$ cat src/rtl/core/srlrs_pkg.sv
// Package for the regression statistic block: widths, constants, wide and multiplier types.
// No dependencies.
`default_nettype none
package srlrs_pkg;
  localparam int unsigned MaxSamples = 4096;
  localparam int unsigned CntW       = 13;
  localparam int unsigned SampW      = 24;
  localparam int unsigned BigW       = 192;
  localparam int unsigned LogW       = 44;
  localparam logic [31:0] Ln2Q32     = 32'hB17217F8;
  localparam int unsigned FracBits   = 30;

  typedef logic [BigW-1:0] big_t;

  // shared multiplier request: 32x32 partial product
  typedef struct packed {
    logic [31:0] a;
    logic [31:0] b;
  } mul_req_t;
endpackage
`default_nettype wire

$ cat src/rtl/core/srlrs_mul.sv
// Shared 32x32 unsigned multiplier with registered product.
// Depends on srlrs_pkg.
`default_nettype none
module srlrs_mul (
  input  wire logic               clk,
  input  wire srlrs_pkg::mul_req_t req,
  output logic [63:0]             prod
);
  import srlrs_pkg::*;
  logic [63:0] prod_r;
  always_ff @(posedge clk) begin
    prod_r <= 64'(req.a) * 64'(req.b);
  end
  assign prod = prod_r;
endmodule
`default_nettype wire

$ cat config.mk
export PLATFORM = sky130hd
export DESIGN_NAME = srlrs_mul
export DESIGN_NICKNAME = d
export VERILOG_FILES = /design/src/rtl/core/srlrs_pkg.sv /design/src/rtl/core/srlrs_mul.sv
export SDC_FILE = /design/constraint.sdc
export NUM_CORES = 2
export LEC_CHECK = 0
export BUFFER_PORTS_ARGS = -buffer_cell sky130_fd_sc_hd__buf_2
export CELL_PAD_IN_SITES_DETAIL_PLACEMENT = 1
export CELL_PAD_IN_SITES_GLOBAL_PLACEMENT = 2
export CORE_UTILIZATION = 46
export CTS_CLUSTER_SIZE = 16
export DETAILED_ROUTE_END_ITERATION = 16
export GPL_TIMING_DRIVEN = 0
export PLACE_DENSITY = 0.95
export RECOVER_POWER = 25
export SLEW_MARGIN = 40
export SYNTH_ARGS = -nofsm -noshare
export SYNTH_HDL_FRONTEND = slang
export SYNTH_SLANG_ARGS = --single-unit
$ cat constraint.sdc
create_clock -name clk -period 13.85 [get_ports clk]
set_clock_uncertainty 0.05 [all_clocks]
set_input_delay 1.385 -clock clk [delete_from_list [all_inputs] [get_ports clk]]
set_output_delay 1.385 -clock clk [all_outputs]
set_load 0.005 [all_outputs]
==> implementation parameters <==
Parameter                              Value

Outcome
  Outcome    finished clean

Worst setup path
  Capturing element type of the critical path    flop
  Startpoint of the worst setup timing path    req[57]
  Data required time of the critical path    14.08 ns
  Cell at the slowest stage of the critical path    sky130_fd_sc_hd__fa_1
  Highest cell delay on the worst timing path    0.75 ns
  Critical path peak fanout    10
  Signal arrival time at the worst endpoint    9.94 ns
  Startpoint type of the worst setup path    input port
  Type of the setup path with the least slack    input port to flop
  Library cell appearing most often on the critical path    sky130_fd_sc_hd__fa_1

Logic synthesis
  Average footprint of a synthesized cell    9.25 µm²
  Synth Net Count    4972
  Async set-or-reset flop fraction in the synthesized netlist    0%
  Post-Syn Instances    3748
  Area share of the largest cell type after synthesis    51.7%
  Commonest cells post-synth    sky130_fd_sc_hd__fa_1 (896), sky130_fd_sc_hd__inv_1 (865), sky130_fd_sc_hd__and2_1 (602)
  Most frequently used flop master after synthesis    sky130_fd_sc_hd__dfxtp_1
  Most frequent cell after synthesis    sky130_fd_sc_hd__fa_1
  Number of synthesized flops with an enable pin    0
  Flip-flop and latch count after synthesis    64
  Warnings from Yosys    0
  Portion of the post-synthesis area used by sequential elements    3.69%
  Post-Synthesis Cell Area    34700 µm²
  Top cells by area in the synthesized netlist    sky130_fd_sc_hd__fa_1 (52%), sky130_fd_sc_hd__and2_1 (11%), sky130_fd_sc_hd__ha_1 (9.5%)
  Synth cell types    57
  Cell taking the most area after synthesis    sky130_fd_sc_hd__fa_1

Global route
  Vias in the first global route    31388
  Maximum number of pins on one net before global-route repair    14
  First-pass GRT wire length    199 mm
  Total routing usage reported by global routing    35.9%
  Antenna violations before repair    7
  GR Overflow Total    0

Floorplanning
  Row cnt    100
  Die H    277 µm
  Die W    277 µm
  Die area    76500 µm²
  Starting Density    46.5%
  Count of boundary I/O pins    129
  Core region area    74600 µm²

Drt
  Antenna viol nets, final    0
  Number of DRC markers in iteration 0    1966
  Iteration count of the initial detailed-routing pass    5
  Vias per inst    5.66
  Overall routed net length    134 mm
  Post-DR wirelength/cell    27.5 µm
  DR vias    27531
  Residual DRC count    0

Worst hold path
  Hold_sp    req[0]
  Hold WC Path Type    input port to flop

Clocking
  Number of hold-repair buffers added at the cts stage    0
  TritonCTS clock tree    yes
  CTS clock-pin slew for the worst setup and hold paths    0.06 ns
  Maximum root-to-sink buffer count    2
  Number of buffers created by CTS    9
  Root buffer cell    sky130_fd_sc_hd__clkbuf_16
  CTS sink cnt    64
  Setup Fix Bufs, Post-CTS    0
  H-tree level count    3
  Gates resized, CTS repair    0

Timing
  Setup repair after global routing missed its margin    no
  Final setup violation count    0
  Final cycle utilization of the critical path    70.2%
  Sum of negative setup slack    0 ns
  Slew margin rel.    33.6%
  Actual slew at the worst max-slew pin    0.996 ns
  Maximum clock frequency    103 MHz
  Minimum clock period    9.72 ns
  Max-slew violation count    0
  Hold violation count in the final report    0

Layout
  Area added between synthesis and finish    6.53%
  Fill cell instance count of the final layout    8849
  Number of flip-flops under the largest register name    64
  Ratio of cells with drive above 1 in the final layout    5.42%
  Layout Nets    5113

Place
  Placer congestion estimate    1.06
  HPWL after DPL    118 mm
  Total of buffers placed on input and output ports    128

Run
  Number of max-cap violations    0
-- cells in the final DEF (no fill, tap or decap), types with 25 or more instances in the layout --
| master | Yosys | layout |
|---|---|---|
| sky130_fd_sc_hd__ha_1 | 263 | 263 |
| sky130_fd_sc_hd__fa_1 | 896 | 896 |
| sky130_fd_sc_hd__a21o_1 | 40 | 40 |
| sky130_fd_sc_hd__inv_1 | 865 | 865 |
| sky130_fd_sc_hd__xor2_1 | 25 | 25 |
| sky130_fd_sc_hd__and2_1 | 602 | 602 |
| sky130_fd_sc_hd__clkbuf_1 | 213 | 171 |
| sky130_fd_sc_hd__xnor2_1 | 35 | 35 |
| sky130_fd_sc_hd__clkbuf_2 | 0 | 46 |
| sky130_fd_sc_hd__a21oi_1 | 63 | 63 |
| sky130_fd_sc_hd__nand2_1 | 480 | 480 |
| sky130_fd_sc_hd__dfxtp_1 | 64 | 64 |
| sky130_fd_sc_hd__buf_2 | 6 | 130 |
-- worst max-delay path: cells and delay by family --
family                   cells  cell delay [ns]
AO/OA/AOI/OAI                4             1.05
XOR/XNOR                     1             0.18
adder cells (fa/ha/maj)      9             4.69
buffers and inverters        8             1.36
AND/OR/NAND/NOR              4             1.27
-- routing by layer --
metal | vias to the layer above | global-route usage (%) | wire [µm]
li1 | 11156 | - | -
met1 | 14537 | 43.6 | 48300
met2 | 1353 | 58.9 | 63400
met3 | 485 | 6.03 | 11200
met4 | 0 | 24.1 | 10900
met5 | - | 0 | 0
-- stage by stage --
step                      area, µm²  setup WS [ns]  utilization, %  instances  hold WS [ns]
after floorplan               34700           5.66               -       3748          1.46
after global placement        36500           3.98            49.0       4845          1.66
after detailed placement      36600           3.91            49.1       4846          1.65
after CTS                     36900           4.22            49.5       4862          1.30
after global routing          36900           4.01            49.5       4863          1.32
final                         36900           4.13            49.5       4868          1.33
-- final cells by class --
| class | instances | area (µm²) | share of cell area (%) |
|---|---|---|---|
| timing repair buffer | 130 | 654 | 1.77 |
| tap | 969 | 1210 | 3.28 |
| multi-input combinational | 2599 | 29300 | 79.4 |
| antenna | 5 | 12.5 | 0.0339 |
| inverter | 865 | 3250 | 8.79 |
| sequential | 64 | 1280 | 3.47 |
| clock inverter | 7 | 103 | 0.278 |
| clock buffer | 9 | 225 | 0.610 |
| buffer | 220 | 891 | 2.41 |
-- path summary, 6_finish.rpt --
check | to | slack [ns] | depth (start not counted)
setup / recovery | prod[62] | 4.13 | 26
hold / removal | prod[0] | 1.33 | 2
-- cell families (layout without fill, tap and decap cells) --
family	count (synthesis)	count (layout)	synth area share, %
buffers and inverters	1085	1231	11.8
other	0	5	0
XOR/XNOR	60	60	1.52
flip-flops	64	64	3.69
adder cells (fa/ha/maj)	1159	1159	61.2
AO/OA/AOI/OAI	202	202	4.15
AND/OR/NAND/NOR	1177	1177	17.6
multiplexers	1	1	0.0289
Power is left out: the tool's default activity adds up to more than one toggle a clock period on the data nets, which glitch-free logic cannot reach.
